File: config.mk
export PLATFORM = sky130hd
export DESIGN_NAME = hcib_div
export DESIGN_NICKNAME = d
export VERILOG_FILES = /design/src/hdl/hcib_pkg.sv /design/src/hdl/hcib_div.sv
export SDC_FILE = /design/constraint.sdc
export NUM_CORES = 1
export LEC_CHECK = 0
export BUFFER_PORTS_ARGS = -buffer_cell sky130_fd_sc_hd__buf_2
export CORE_MARGIN = 2
export CORE_UTILIZATION = 40
export CTS_CLUSTER_DIAMETER = 120
export DETAILED_ROUTE_END_ITERATION = 10
export REMOVE_ABC_BUFFERS = 1
export SKIP_CTS_REPAIR_TIMING = 1
export SLEW_MARGIN = 20
export SYNTH_ARGS = -nofsm -noshare
export SYNTH_HDL_FRONTEND = slang
export SYNTH_SLANG_ARGS = --single-unit
File: constraint.sdc
create_clock -name clk -period 6.8 [get_ports clk]
set_input_delay 0.68 -clock clk [delete_from_list [all_inputs] [get_ports clk]]
set_output_delay 0.68 -clock clk [all_outputs]
set_load 0.1 [all_outputs]
File: src/hdl/hcib_pkg.sv
// Shared types, codes and widths for the hit charge image binner.
// No dependencies; imported by the divider, the top level and the testbench.
`timescale 1ns / 1ps

package hcib_pkg;

    // Default image size
    localparam int IMG_WIDTH  = 256;
    localparam int IMG_HEIGHT = 256;

    // Field widths
    localparam int POS_W    = 24;   // signed position, 1/256 cm
    localparam int STEP_W   = 16;   // padding step, 1/256 cm
    localparam int CHG_W    = 24;   // hit charge
    localparam int SUM_W    = 32;   // pixel sum
    localparam int RIDX_W   = 8;    // read row/col index
    localparam int PADDR_W  = 5;    // byte address of the register file
    localparam int PDATA_W  = 32;
    localparam int CALC_W   = 28;   // signed span and offset arithmetic
    localparam int DEN_W    = 26;   // twice the span, known positive

    // Register indexes
    localparam logic [2:0] REG_DRIFT_LOW  = 3'd0;
    localparam logic [2:0] REG_DRIFT_HIGH = 3'd1;
    localparam logic [2:0] REG_WIRE_LOW   = 3'd2;
    localparam logic [2:0] REG_WIRE_HIGH  = 3'd3;
    localparam logic [2:0] REG_DRIFT_STEP = 3'd4;
    localparam logic [2:0] REG_WIRE_PITCH = 3'd5;
    localparam logic [2:0] REG_FILTER     = 3'd6;

    // Register reset values
    localparam logic signed [POS_W-1:0] RST_DRIFT_LOW  = 24'sd0;
    localparam logic signed [POS_W-1:0] RST_DRIFT_HIGH = 24'sd65536;
    localparam logic signed [POS_W-1:0] RST_WIRE_LOW   = 24'sd0;
    localparam logic signed [POS_W-1:0] RST_WIRE_HIGH  = 24'sd262144;
    localparam logic [STEP_W-1:0]       RST_DRIFT_STEP = 16'd128;
    localparam logic [STEP_W-1:0]       RST_WIRE_PITCH = 16'd119;

    typedef enum logic [1:0] {
        OP_CLEAR = 2'd0,
        OP_ACC   = 2'd1,
        OP_READ  = 2'd2,
        OP_NONE  = 2'd3
    } op_t;

    typedef enum logic [3:0] {
        ST_CLEAR,
        ST_IDLE,
        ST_SETUP,
        ST_LOAD,
        ST_DIV,
        ST_ADDR,
        ST_READ,
        ST_UPDATE,
        ST_FINISH
    } state_t;

endpackage

File: src/hdl/hcib_div.sv
// Shift-subtract bin index unit: quotient of (off * size) / den, one bit a cycle.
// Depends on hcib_pkg; caller guarantees off < den.
`timescale 1ns / 1ps

module hcib_div
    import hcib_pkg::*;
#(
    parameter int QW = 8
) (
    input  logic             clk,
    input  logic             rst_n,
    input  logic             load,
    input  logic [DEN_W-1:0] off,
    input  logic [DEN_W-1:0] den,
    input  logic [QW:0]      size,
    output logic             done,
    output logic [QW-1:0]    quot
);

    localparam int NUM_W = DEN_W + QW;
    localparam int CNT_W = $clog2(QW + 1);

    logic [NUM_W-1:0] rem_reg, rem_next;
    logic [NUM_W-1:0] dsh_reg, dsh_next;
    logic [QW-1:0]    q_reg, q_next;
    logic [CNT_W-1:0] cnt_reg, cnt_next;
    logic             run_reg, run_next;
    logic             done_reg, done_next;
    logic             ge;

    assign ge = (rem_reg >= dsh_reg);

    // Load the scaled offset, then take one quotient bit per cycle
    always_comb
    begin
        rem_next  = rem_reg;
        dsh_next  = dsh_reg;
        q_next    = q_reg;
        cnt_next  = cnt_reg;
        run_next  = run_reg;
        done_next = 1'b0;
        if (load)
        begin
            rem_next = NUM_W'(off) * NUM_W'(size);
            dsh_next = NUM_W'(den) << (QW - 1);
            q_next   = '0;
            cnt_next = CNT_W'(QW - 1);
            run_next = 1'b1;
        end
        else if (run_reg)
        begin
            if (ge)
            begin
                rem_next = rem_reg - dsh_reg;
            end
            q_next   = QW'({q_reg, ge});
            dsh_next = dsh_reg >> 1;
            cnt_next = cnt_reg - 1'b1;
            if (cnt_reg == '0)
            begin
                run_next  = 1'b0;
                done_next = 1'b1;
            end
        end
    end

    always_ff @(posedge clk or negedge rst_n)
    begin
        if (!rst_n)
        begin
            run_reg  <= 1'b0;
            done_reg <= 1'b0;
            cnt_reg  <= '0;
        end
        else
        begin
            run_reg  <= run_next;
            done_reg <= done_next;
            cnt_reg  <= cnt_next;
        end
    end

    // Datapath needs no reset
    always_ff @(posedge clk)
    begin
        rem_reg <= rem_next;
        dsh_reg <= dsh_next;
        q_reg   <= q_next;
    end

    assign done = done_reg;
    assign quot = q_reg;

endmodule

==> metrics.md, run 1 <==
| Metric | Value |
|---|---|
| All-Layer GR Usage | `17.87%` |
| Type of the worst min-delay path | `in2async` |
| Setup slack of the critical path after layout | `1.055 ns` |
| Cell types occupying the most area after synthesis | `sky130_fd_sc_hd__fa_1, sky130_fd_sc_hd__edfxtp_1, sky130_fd_sc_hd__ha_1` |
| Slew Limit Fails | `0` |
| Remaining number of nets flagged by the antenna check after routing | `0` |
| Maximum number of pins on one net before global-route repair | `75` |
| Maximum cell stage delay along the critical path | `around 0.54 ns` |
| Placer Congestion | `about 0.84` |
| Power density cells | `417.2 nW/µm²` |
| Die Area | `roughly 32000 µm²` |
| Detail-routed via count per cell | `5.062` |
| Diode insertion count for antenna repair | `0` |
| Gate count after technology mapping | `between 1000 and 1500` |
| Top-Level Pins | `between 70 and 80` |
| Final instance area | `13340 µm²` |
| Fin nets | `around 1700` |
| Static leakage power | `6.623 nW` |
| Max FFs per register | `34` |
| Worst slack, placed | `0.6812 ns` |
| Final wirelength | `28120 µm` |
| Setup skew after layout | `0.007784 ns` |
| Crit path required time | `6.86 ns` |
| Nature of the critical path endpoint | `register` |
| Warning count from the yosys run | `0` |
| Final Critical Period | `5.745 ns` |
| Peak clock frequency supported by timing | `174.1 MHz` |
| Arrival time at the worst endpoint | `5.80 ns` |
| Final cell utilization of the core | `43.73%` |
| Maximum root-to-sink buffer count | `2` |
| Fraction of final layout cells with drive strength greater than 1 | `8.133%` |
| Remaining global-route overflow | `0` |
| EDFF count, synth | `60` |
| Height of the die | `179.7 µm` |
| Via count of the first global-routing pass | `between 9000 and 10000` |
| Proportion of synthesized flip-flops having asynchronous set or reset | `7.407%` |
| Clock latency reported for the late side of the worst-skew pair | `0.34 ns` |
| Clock tree from TritonCTS | `built` |
| Setup repair after global routing missed its margin | `false` |
| Placeable core region | `30510 µm²` |
| First-pass GRT wire length | `47890 µm` |
| Number of clock buffers inserted by TritonCTS | `9` |
| Drt wl/cell | `15.54 µm` |
| Total number of vias | `9162` |
| Worst-path fanout max | `22` |
| H-tree depth | `3` |
| Synthesis-to-finish area growth | `8.056%` |
| Setup TNS | `0 ns` |
| Max-cap violation count | `0` |
| Post-placement cell area | `approximately 13000 µm²` |
| IO buf count | `72` |
| Synth cell types | `68` |
| Slew @ Worst Pin | `0.7008 ns` |
| Slowest cell on crit path | `sky130_fd_sc_hd__fa_1` |
| Post-route fraction of the period consumed by the critical path | `between 80% and 90%` |
| Final Hold Fails | `0` |
| Width of the chip | `179.7 µm` |
| Maximum vdd drop | `0.1889 mV` |
| Flip-flop and latch count after synthesis | `81` |
| Worst Setup Start Kind | `input pin` |
| Sequential area share after synthesis | `18.24%` |
| Critical Path, Cell by Cell | `buf_2 > buf_4 > nand2_1 > fa_1 > inv_1 > fa_1 > inv_1 > fa_1 > fa_1 > inv_1 > ha_1 > o21ai_0 > o21ai_0 > or2_2 > a221oi_2 > o21a_1 > o21ai_0 > o41a_1 > xor2_1 > nand2_1 > o21ai_0` |
| Combined area of all synthesized cells | `12350 µm²` |
| Std-Cell Rows | `64` |
| Number of antenna violations at the first check in global routing | `0` |
| Drt first-iter violations | `537` |
| List of most frequent post-synthesis cells | `sky130_fd_sc_hd__inv_1, sky130_fd_sc_hd__fa_1, sky130_fd_sc_hd__nand2_1` |
| Setup CP Type | `in2reg` |
| Initial standard-cell utilization of the core | `around two fifths` |
| CTS clock-pin slew for the worst setup and hold paths | `0.07 ns` |
| Clk Tree Root Cell | `sky130_fd_sc_hd__clkbuf_16` |
| Main synth FF type | `sky130_fd_sc_hd__edfxtp_1` |
| Number of clock sinks seen by CTS | `81` |
| Post-synthesis average cell area | `just under 9 µm²` |
| Count of TritonRoute iterations in the first routing pass | `5` |
| Status | `complete, no violations` |
| Total of endpoints with negative setup slack in the final report | `0` |
| Most frequent cell after synthesis | `sky130_fd_sc_hd__inv_1` |
| Post-route DRC violation count | `0` |
| Fraction of post-synthesis cell area in the top cell type by area | `27.40%` |
| Largest area contributor in the netlist | `sky130_fd_sc_hd__fa_1` |
| Placed wire-length estimate after detailed placement | `around 22000 µm` |
| Max_slew headroom | `53.28%` |
-- stage by stage --
step | hold slack (ns) | total power, mW | cells
floorplan | 0.3844 | 4.108 | 1321
global placement | 0.4737 | 4.992 | 1794
detailed placement | 0.4887 | 5.039 | 1794
CTS | 0.1347 | 5.583 | 1810
global route | 0.1411 | 6.196 | 1810
finish | 0.1441 | 5.567 | 1810
-- final timing paths --
| kind | endpoint | startpoint | slack, ns | cells after the start |
|---|---|---|---|---|
| max | rem_reg[21] | size[0] | 1.06 | 21 |
| min | run_reg | rst_n | 0.14 | 1 |
| max reg2reg | rem_reg[11] | dsh_reg[5] | 3.31 | 13 |
| min reg2reg | quot[7] | quot[7] | 0.50 | 2 |
| max in group asynchronous | cnt_reg[2] | rst_n | 6.52 | 1 |
| min in group clk | quot[7] | quot[7] | 0.50 | 2 |
-- cell families after synthesis --
logic type / synth area share, %
compound gates: 12.84
xor+xnor: 4.327
flops: 18.24
simple gates: 17.26
buf+inv: 9.212
fa+ha+maj: 36.22
mux: 1.905
-- layout by cell type, fill, tap and decap left out, drive strengths merged, types with 26 or more instances in the layout --
master | netlist | final
edfxtp | 60 | 60
and2 | 138 | 138
buf | 6 | 77
fa | 169 | 169
o21ai | 53 | 53
xnor2 | 31 | 31
a21o | 36 | 36
a21oi | 57 | 57
inv | 244 | 247
a22o | 26 | 26
nand2 | 149 | 149
nor2 | 54 | 54
xor2 | 30 | 30
ha | 87 | 87
-- metal layers --
layer	track usage (%)	vias to the layer above	wire length [µm]
li1	-	4495	-
met1	26.40	4468	14210
met2	29.01	181	12750
met3	1.357	18	887
met4	3.415	0	276
met5	0	-	0
-- final cells by class --
class | count | area (µm²)
Inverter | 244 | 915.9
Sequential cell | 81 | 2252
Clock buffer | 11 | 275.3
Tap cell | 396 | 495.5
Timing Repair Buffer | 77 | 400.4
Multi-Input combinational cell | 996 | 8961
Fill cell | 3009 | 17170
Clock inverter | 5 | 41.29
-- critical path, delay by kind of cell --
family                     cells  cell delay (ns)
buffers and inverters          5             0.73
and+or+nand+nor                3             0.47
xor gates and xnor gates       1             0.15
AOI/OAI and AO/OA              7             1.46
adders and majority gates      5             2.31
-- power by group --
part           switching [mW]  internal (mW)  leakage [nW]
clock                   0.215          0.296         0.157
sequential             0.0583          0.775         0.833
combinational            2.43           1.79          5.63
total                    2.71           2.86          6.62
(Power assumes the default switching activity.)
==> run 2: changes to the inputs <==
--- a/config.mk
+++ b/config.mk
@@ -5,6 +5,7 @@
 export SDC_FILE = /design/constraint.sdc
 export NUM_CORES = 1
 export LEC_CHECK = 0
+export ABC_AREA = 1
 export BUFFER_PORTS_ARGS = -buffer_cell sky130_fd_sc_hd__buf_2
 export CORE_MARGIN = 2
 export CORE_UTILIZATION = 40
==> constraint.sdc (replaced) <==
create_clock -name clk -period 5.81 [get_ports clk]
set_input_delay 0.581 -clock clk [delete_from_list [all_inputs] [get_ports clk]]
set_output_delay 0.581 -clock clk [all_outputs]
set_load 0.1 [all_outputs]
==> metrics.md, run 2 <==
| Metric | Value |
|---|---|
| Gate count after technology mapping | `1967 (+43%)` |
| FF-to-FF Start | `rem_reg[12]` |
| Peak clock frequency supported by timing | `205.3 MHz` |
| Remaining number of nets flagged by the antenna check after routing | `0 (unchanged)` |
| Count of TritonRoute iterations in the first routing pass | `6 (+1)` |
| Number of antenna violations at the first check in global routing | `0 (unchanged)` |
| Drt first-iter violations | `691 (+29%)` |
| Metal3 WL | `1397 µm (+57%)` |
| CTS clock-pin slew for the worst setup and hold paths | `0.06 ns (about the same)` |
| Worst R2R Path Depth | `12 (-1)` |
| Nature of the critical path endpoint | `register` |
| Setup slack of the critical path after layout | `0.9396 ns (-0.1156 ns)` |
| Worst-path fanout max | `26 (+18%)` |
| Width of the chip | `187.4 µm (+4.3%)` |
| Post-route fraction of the period consumed by the critical path | `around 84%` |
| Highest metal layer with signal wires | `met4` |
| Setup TNS | `0 ns (unchanged)` |
| Fraction of post-synthesis cell area in the top cell type by area | `25.14% (-2.3 points)` |
| Clock tree from TritonCTS | `built` |
| Placeable core region | `33360 µm² (+9.4%)` |
| Fin nets | `2306 (+33%)` |
| Sw frac | `55.87% (+7.3 points)` |
| Clk network pwr share | `8.5% (-0.7 points)` |
| Power spent charging and discharging nets | `3.896 mW (+44%)` |
| Power share of the combinational group | `77.9% (+2.0 points)` |
| Die Area | `35120 µm² (+8.8%)` |
| Static leakage power | `8.509 nW (+28%)` |
| Clock latency reported for the late side of the worst-skew pair | `0.35 ns (about the same)` |
| Final wirelength | `35160 µm (+25%)` |
| Diode insertion count for antenna repair | `0 (unchanged)` |
| Total number of vias | `11800 (+29%)` |
| Combined area of all synthesized cells | `13460 µm² (+9.0%)` |
| Total of endpoints with negative setup slack in the final report | `0 (unchanged)` |
| Final-layout fill cell count | `3586 (+19%)` |
| Remaining global-route overflow | `0 (unchanged)` |
| Height of the die | `187.4 µm (+4.3%)` |
| Largest area contributor in the netlist | `sky130_fd_sc_hd__fa_1` |
| Setup CP Type | `in2reg` |
| Warning count from the yosys run | `0 (unchanged)` |
| Proportion of synthesized flip-flops having asynchronous set or reset | `7.407% (unchanged)` |
| Slew @ Worst Pin | `0.9035 ns (+0.2027 ns)` |
| Status | `complete, no violations` |
| Post-route met1 wirelength | `16470 µm (+16%)` |
| Internal Pwr Total | `3.077 mW (+7.6%)` |
| Worst Setup Start Kind | `input pin` |
| Top-Level Pins | `73 (unchanged)` |
| Power, Total | `6.974 mW (+25%)` |
| Maximum vdd drop | `0.1951 mV (+3.3%)` |
| Setup skew after layout | `0.005426 ns (-0.002358 ns)` |
| Cell types occupying the most area after synthesis | `sky130_fd_sc_hd__fa_1, sky130_fd_sc_hd__nand2_1, sky130_fd_sc_hd__inv_1` |
| Final Hold Fails | `0 (unchanged)` |
| Std-Cell Rows | `67 (+4.7%)` |
| Placed wire-length estimate after detailed placement | `29150 µm (+32%)` |
| Placer Congestion | `0.9068 (+8.0%)` |
| Initial standard-cell utilization of the core | `40.33% (-0.14 points)` |
| Via count of the first global-routing pass | `11910 (+27%)` |
| Clk Tree Root Cell | `sky130_fd_sc_hd__clkbuf_16` |
| Max_slew headroom | `39.39% (-14 points)` |
| Synth cell types | `39 (-43%)` |
| Share of total power in sequential cells | `13.6% (-1.4 points)` |
| Power density cells | `482.6 nW/µm² (+16%)` |
| Drt wl/cell | `14.42 µm (-7.2%)` |
| Final cell utilization of the core | `43.31% (-0.42 points)` |
| H-tree depth | `3 (unchanged)` |
| Crit path required time | `5.91 ns (-0.95 ns)` |
| Post-synthesis average cell area | `6.841 µm² (-24%)` |
| Final instance area | `14450 µm² (+8.3%)` |
| Most frequent cell after synthesis | `sky130_fd_sc_hd__nand2_1` |
| Commonest non-fill, non-tap cell in the layout | `sky130_fd_sc_hd__nand2_1` |
| Slew Limit Fails | `0 (unchanged)` |
| Number of clock buffers inserted by TritonCTS | `9 (unchanged)` |
| Maximum root-to-sink buffer count | `2 (unchanged)` |
| Setup repair after global routing missed its margin | `false` |
| Maximum number of pins on one net before global-route repair | `51 (-32%)` |
| List of most frequent post-synthesis cells | `sky130_fd_sc_hd__nand2_1, sky130_fd_sc_hd__inv_1, sky130_fd_sc_hd__fa_1` |
| Sequential area share after synthesis | `16.74% (-1.5 points)` |
| Post-placement cell area | `14140 µm² (+8.6%)` |
| First-pass GRT wire length | `58870 µm (+23%)` |
| Worst R2R Setup Slack | `2.76 ns (-0.55 ns)` |
| Final Critical Period | `4.870 ns` |
| Commonest non-fill, non-tap cells in the layout | `sky130_fd_sc_hd__nand2_1, sky130_fd_sc_hd__inv_1, sky130_fd_sc_hd__fa_1, sky130_fd_sc_hd__o21ai_0, sky130_fd_sc_hd__nor2_1` |
| Type of the worst min-delay path | `in2async` |
| Arrival time at the worst endpoint | `4.97 ns (-0.83 ns)` |
| Flip-flop and latch count after synthesis | `81 (unchanged)` |
| Max FFs per register | `34 (unchanged)` |
| Post-route DRC violation count | `0 (unchanged)` |
| Endpoint of the most critical register-to-register path | `rem_reg[12]` |
| Number of clock sinks seen by CTS | `81 (unchanged)` |
| Synthesis-to-finish area growth | `7.392%` |
| Main synth FF type | `sky130_fd_sc_hd__edfxtp_1` |
| Detail-routed via count per cell | `4.837 (-4.4%)` |
| Detailed-routed wire length on met2 | `16660 µm (+31%)` |
| Fraction of final layout cells with drive strength greater than 1 | `5.374% (-2.8 points)` |
| IO buf count | `72 (unchanged)` |
| Max-cap violation count | `0 (unchanged)` |
| All-Layer GR Usage | `20.67% (+2.8 points)` |
| EDFF count, synth | `60 (unchanged)` |
| Worst slack, placed | `0.6075 ns (-0.07372 ns)` |
## run 2: metal layers
metal / up-vias / track usage, %
met5: - / 0
met4: 0 / 5.300
met3: 37 / 1.238
met2: 307 / 35.59
met1: 5568 / 28.47
li1: 5885 / -
## run 2: power by group through the flow
stage	sequential [mW]	combinational [mW]	clock, mW
2_1_floorplan	0.975	3.97	0
3_3_place_gp	0.957	5.33	0
3_5_place_dp	0.959	5.39	0
4_1_cts	0.948	5.42	0.608
5_1_grt	0.963	6.25	0.633
6_report	0.949	5.43	0.595
## run 2: logic make-up (layout without fill, tap and decap cells)
| logic type | Yosys count | in the layout | synth area share, % |
|---|---|---|---|
| adder cells (fa/ha/maj) | 256 | 256 | 33.23 |
| buffers and inverters | 584 | 608 | 16.36 |
| AO/OA/AOI/OAI | 200 | 200 | 7.782 |
| AND/OR/NAND/NOR | 833 | 833 | 25.05 |
| XOR/XNOR | 13 | 13 | 0.8461 |
| flip-flops | 81 | 81 | 16.74 |
## run 2: critical path: stages
cell                      delay [ns]
sky130_fd_sc_hd__buf_2          0.44
sky130_fd_sc_hd__nand2_1        0.15
sky130_fd_sc_hd__fa_1           0.53
sky130_fd_sc_hd__inv_1          0.06
sky130_fd_sc_hd__fa_1           0.48
sky130_fd_sc_hd__fa_1           0.56
sky130_fd_sc_hd__inv_1          0.05
sky130_fd_sc_hd__fa_1           0.47
sky130_fd_sc_hd__inv_1          0.04
sky130_fd_sc_hd__ha_1           0.40
sky130_fd_sc_hd__nand2_1        0.13
sky130_fd_sc_hd__nor2_1         0.15
sky130_fd_sc_hd__inv_1          0.08
sky130_fd_sc_hd__nor3_1         0.30
sky130_fd_sc_hd__nand3_1        0.22
sky130_fd_sc_hd__nand3_1        0.14
sky130_fd_sc_hd__nand2_1        0.05
sky130_fd_sc_hd__nand3_1        0.09
sky130_fd_sc_hd__nand2_1        0.05
## run 2: cell type report
type / instances / area (µm²) / area share (%)
Clock buffer: 12 / 257.7 / 1.784
Clock inverter: 4 / 50.05 / 0.3463
Inverter: 516 / 1937 / 13.40
Multi-Input combinational cell: 1302 / 9004 / 62.30
Sequential cell: 81 / 2252 / 15.58
Tap cell: 448 / 560.5 / 3.879
Timing Repair Buffer: 76 / 390.4 / 2.701
## run 2: metrics by stage
| stage | cells | hold slack [ns] |
|---|---|---|
| floorplan | 1899 | 0.2854 |
| global placement | 2423 | 0.4086 |
| detailed placement | 2423 | 0.4106 |
| CTS | 2439 | 0.04360 |
| global route | 2439 | 0.05044 |
| finish | 2439 | 0.04356 |
## run 2: worst max-delay path by stage
stage / startpoint / end / slack, ns / cells after the start
after detailed placement: size[1] / rem_reg[26] / 0.61 / 19
final: size[1] / rem_reg[26] / 0.94 / 19
after global routing: size[0] / rem_reg[32] / 0.67 / 22
after CTS: size[1] / rem_reg[26] / 0.97 / 19
after floorplan: off[7] / rem_reg[30] / 1.65 / 19
after global placement: size[1] / rem_reg[26] / 0.64 / 19
==> run 3: changes to the inputs <==
==> constraint.sdc (replaced) <==
create_clock -name clk -period 4.04 [get_ports clk]
set_input_delay 0.404 -clock clk [delete_from_list [all_inputs] [get_ports clk]]
set_output_delay 0.404 -clock clk [all_outputs]
set_load 0.1 [all_outputs]
==> metrics.md, run 3 (synthesis gave the netlist of run 2 again) <==
| Metric | Value |
|---|---|
| Count of TritonRoute iterations in the first routing pass | `6 (unchanged)` |
| Setup skew after layout | `0.01176 ns (+0.006331 ns)` |
| Top Family by Delay on Critical Path | `adder cells` |
| IO buf count | `72 (unchanged)` |
| Nature of the critical path endpoint | `register` |
| Final wirelength | `36090 µm (+2.7%)` |
| Remaining global-route overflow | `0 (unchanged)` |
| Slew Limit Fails | `0 (unchanged)` |
| Count of cells along the worst hold path | `3` |
| Width of the chip | `187.4 µm (unchanged)` |
| Number of antenna violations at the first check in global routing | `0 (unchanged)` |
| Post-route fraction of the period consumed by the critical path | `99.97%` |
| Fin nets | `2443 (+5.9%)` |
| Static leakage power | `9.418 nW (+11%)` |
| Power density cells | `831.6 nW/µm² (+72%)` |
| Setup CP Type | `in2reg` |
| Placeable core region | `33360 µm² (unchanged)` |
| Detail-routed via count per cell | `4.753 (-1.7%)` |
| Power share of the combinational group | `84.1% (+6.2 points)` |
| Worst R2R Path Depth | `12 (unchanged)` |
| Final Hold Fails | `0 (unchanged)` |
| Post-route DRC violation count | `0 (unchanged)` |
| Power spent charging and discharging nets | `7.198 mW (+85%)` |
| Worst Path Buf+Inv | `5 (unchanged)` |
| Final instance area | `16700 µm² (+16%)` |
| Post-route worst hold slack | `0.3245 ns (+0.2809 ns)` |
| Arrival time at the worst endpoint | `4.15 ns (-0.82 ns)` |
| Height of the die | `187.4 µm (unchanged)` |
| Die Area | `35120 µm² (unchanged)` |
| Clk network pwr share | `6.1% (-2.4 points)` |
| Synthesis-to-finish area growth | `24.11%` |
| Sw frac | `51.82% (-4.0 points)` |
| Slowest cell on crit path | `sky130_fd_sc_hd__fa_1` |
| Peak clock frequency supported by timing | `247.6 MHz` |
| Initial standard-cell utilization of the core | `40.33% (unchanged)` |
| Setup TNS | `0 ns (unchanged)` |
| All-Layer GR Usage | `20.58% (-0.095 points)` |
| Drt wl/cell | `14.01 µm (-2.8%)` |
| Final Critical Period | `4.039 ns` |
| Internal Pwr Total | `6.691 mW (+120%)` |
| Number of clock sinks seen by CTS | `81 (unchanged)` |
| Clock latency reported for the late side of the worst-skew pair | `0.35 ns (about the same)` |
| Commonest non-fill, non-tap cells in the layout | `sky130_fd_sc_hd__nand2_1, sky130_fd_sc_hd__inv_1, sky130_fd_sc_hd__fa_1, sky130_fd_sc_hd__buf_4, sky130_fd_sc_hd__o21ai_0` |
| Clock tree from TritonCTS | `built` |
| Type of the worst min-delay path | `in2reg` |
| Post-placement cell area | `15150 µm² (+7.1%)` |
| Status | `complete, no violations` |
| Critical Path, Cell by Cell | `buf_12 > buf_8 > nand2_4 > inv_2 > fa_1 > fa_1 > fa_1 > inv_1 > fa_1 > inv_2 > ha_4 > nand2_8 > nor2_4 > nand2_2 > nor3_2 > nand2_1 > nand3_1 > nand2_1 > nand3_1 > nand2_1` |
| Top-Level Pins | `73 (unchanged)` |
| Maximum cell stage delay along the critical path | `0.57 ns (about the same)` |
| CTS clock-pin slew for the worst setup and hold paths | `0.07 ns (about the same)` |
| Commonest non-fill, non-tap cell in the layout | `sky130_fd_sc_hd__nand2_1` |
| Final-layout fill cell count | `3381 (-5.7%)` |
| Worst Setup Start Kind | `input pin` |
| Total of endpoints with negative setup slack in the final report | `0 (unchanged)` |
| Remaining number of nets flagged by the antenna check after routing | `0 (unchanged)` |
| Share of total power in sequential cells | `9.9% (-3.7 points)` |
| Maximum number of pins on one net before global-route repair | `47 (-7.8%)` |
| Slew @ Worst Pin | `1.012 ns (+0.1083 ns)` |
| Max-cap violation count | `0 (unchanged)` |
| Total number of cells along the worst setup path | `20 (+1)` |
| Placed wire-length estimate after detailed placement | `29730 µm (+2.0%)` |
| Total number of vias | `12250 (+3.8%)` |
| Count of non-filler cells in the finished layout | `2576 (+5.6%)` |
| Setup repair after global routing missed its margin | `true` |
| Placer Congestion | `0.9252 (+2.0%)` |
| Number of clock buffers inserted by TritonCTS | `9 (unchanged)` |
| Drt first-iter violations | `756 (+9.4%)` |
| Worst-path fanout max | `7 (-73%)` |
| Max_slew headroom | `32.13% (-7.3 points)` |
| First-pass GRT wire length | `59330 µm (+0.79%)` |
| Via count of the first global-routing pass | `12340 (+3.6%)` |
| Diode insertion count for antenna repair | `0 (unchanged)` |
| Crit path required time | `4.15 ns (-1.76 ns)` |
| Std-Cell Rows | `67 (unchanged)` |
| H-tree depth | `3 (unchanged)` |
| Fraction of final layout cells with drive strength greater than 1 | `19.41% (+14 points)` |
| Clk Tree Root Cell | `sky130_fd_sc_hd__clkbuf_16` |
| Max FFs per register | `34 (unchanged)` |
| Library cell appearing most often on the critical path | `sky130_fd_sc_hd__fa_1` |
| Maximum root-to-sink buffer count | `2 (unchanged)` |
| Maximum vdd drop | `0.4712 mV (+140%)` |
| Number of placed cells counting well taps | `2550 (+5.2%)` |
-- run 3: cell types whose count changed in the layout (fill, tap and decap cells not counted), moves of 13 or more --
cell	before	now
sky130_fd_sc_hd__ha_1	87	62
sky130_fd_sc_hd__nand2_1	614	557
sky130_fd_sc_hd__buf_6	0	16
sky130_fd_sc_hd__nor2_4	1	14
sky130_fd_sc_hd__o21ai_0	94	77
sky130_fd_sc_hd__inv_2	1	19
sky130_fd_sc_hd__buf_2	72	47
sky130_fd_sc_hd__ha_4	0	24
sky130_fd_sc_hd__nand2_2	4	49
sky130_fd_sc_hd__buf_4	4	124
sky130_fd_sc_hd__inv_1	514	495
sky130_fd_sc_hd__nor2_1	88	67
sky130_fd_sc_hd__a21oi_2	1	24
sky130_fd_sc_hd__a21oi_1	82	58
-- run 3: power groups by stage --
stage / Combinational (mW) / Sequential (mW) / Clock (mW)
3_3_place_gp: 9.02 / 1.38 / 0
6_report: 11.7 / 1.37 / 0.842
3_5_place_dp: 9.10 / 1.38 / 0
2_1_floorplan: 5.71 / 1.40 / 0
4_1_cts: 9.15 / 1.37 / 0.855
5_1_grt: 13.0 / 1.39 / 0.889
-- run 3: path summary, 6_finish.rpt --
kind,start,endpoint,slack (ns)
max,size[8],rem_reg[28],0.001
max reg2reg,rem_reg[14],rem_reg[25],1.08
min in group asynchronous,rst_n,done,0.42
min,den[25],dsh_reg[32],0.32
max in group asynchronous,rst_n,cnt_reg[0],3.48
min reg2reg,quot[7],quot[7],0.47
-- run 3: worst reg2reg max path, delay by kind of cell, from the launching register on --
kind	cells	cell delay [ns]
simple gates	8	1.14
buf+inv	2	0.48
flops	1	0.41
fa+ha+maj	1	0.38
compound gates	1	0.13
-- run 3: metrics by stage --
| step | worst slack (ns) | util [%] | total power [mW] |
|---|---|---|---|
| 3_5_place_dp | -0.7531 | 45.40 | 10.48 |
| 5_1_grt | -0.1631 | 50.06 | 15.24 |
| 4_1_cts | -0.3917 | 46.30 | 11.37 |
| 6_report | 0.001116 | 50.06 | 13.89 |
| 2_1_floorplan | 0.05251 | - | 7.107 |
| 3_3_place_gp | -0.7385 | 45.40 | 10.40 |
-- run 3: cell type report --
cell class / count / area (µm²) / share of cell area (%)
Multi-Input combinational cell: 1302 / 9894 / 59.24
Sequential cell: 81 / 2252 / 13.49
Clock inverter: 3 / 40.04 / 0.2397
Timing Repair Buffer: 213 / 1757 / 10.52
Clock buffer: 13 / 260.3 / 1.558
Tap cell: 448 / 560.5 / 3.356
Inverter: 516 / 1937 / 11.60
-- run 3: routing by layer --
| metal | track usage [%] | vias up | share of wire [%] |
|---|---|---|---|
| li1 | - | 6172 | - |
| met1 | 27.91 | 5784 | 47 |
| met2 | 36.23 | 258 | 48 |
| met3 | 1.463 | 31 | 3.1 |
| met4 | 4.270 | 0 | 1.6 |
| met5 | 0 | - | 0 |
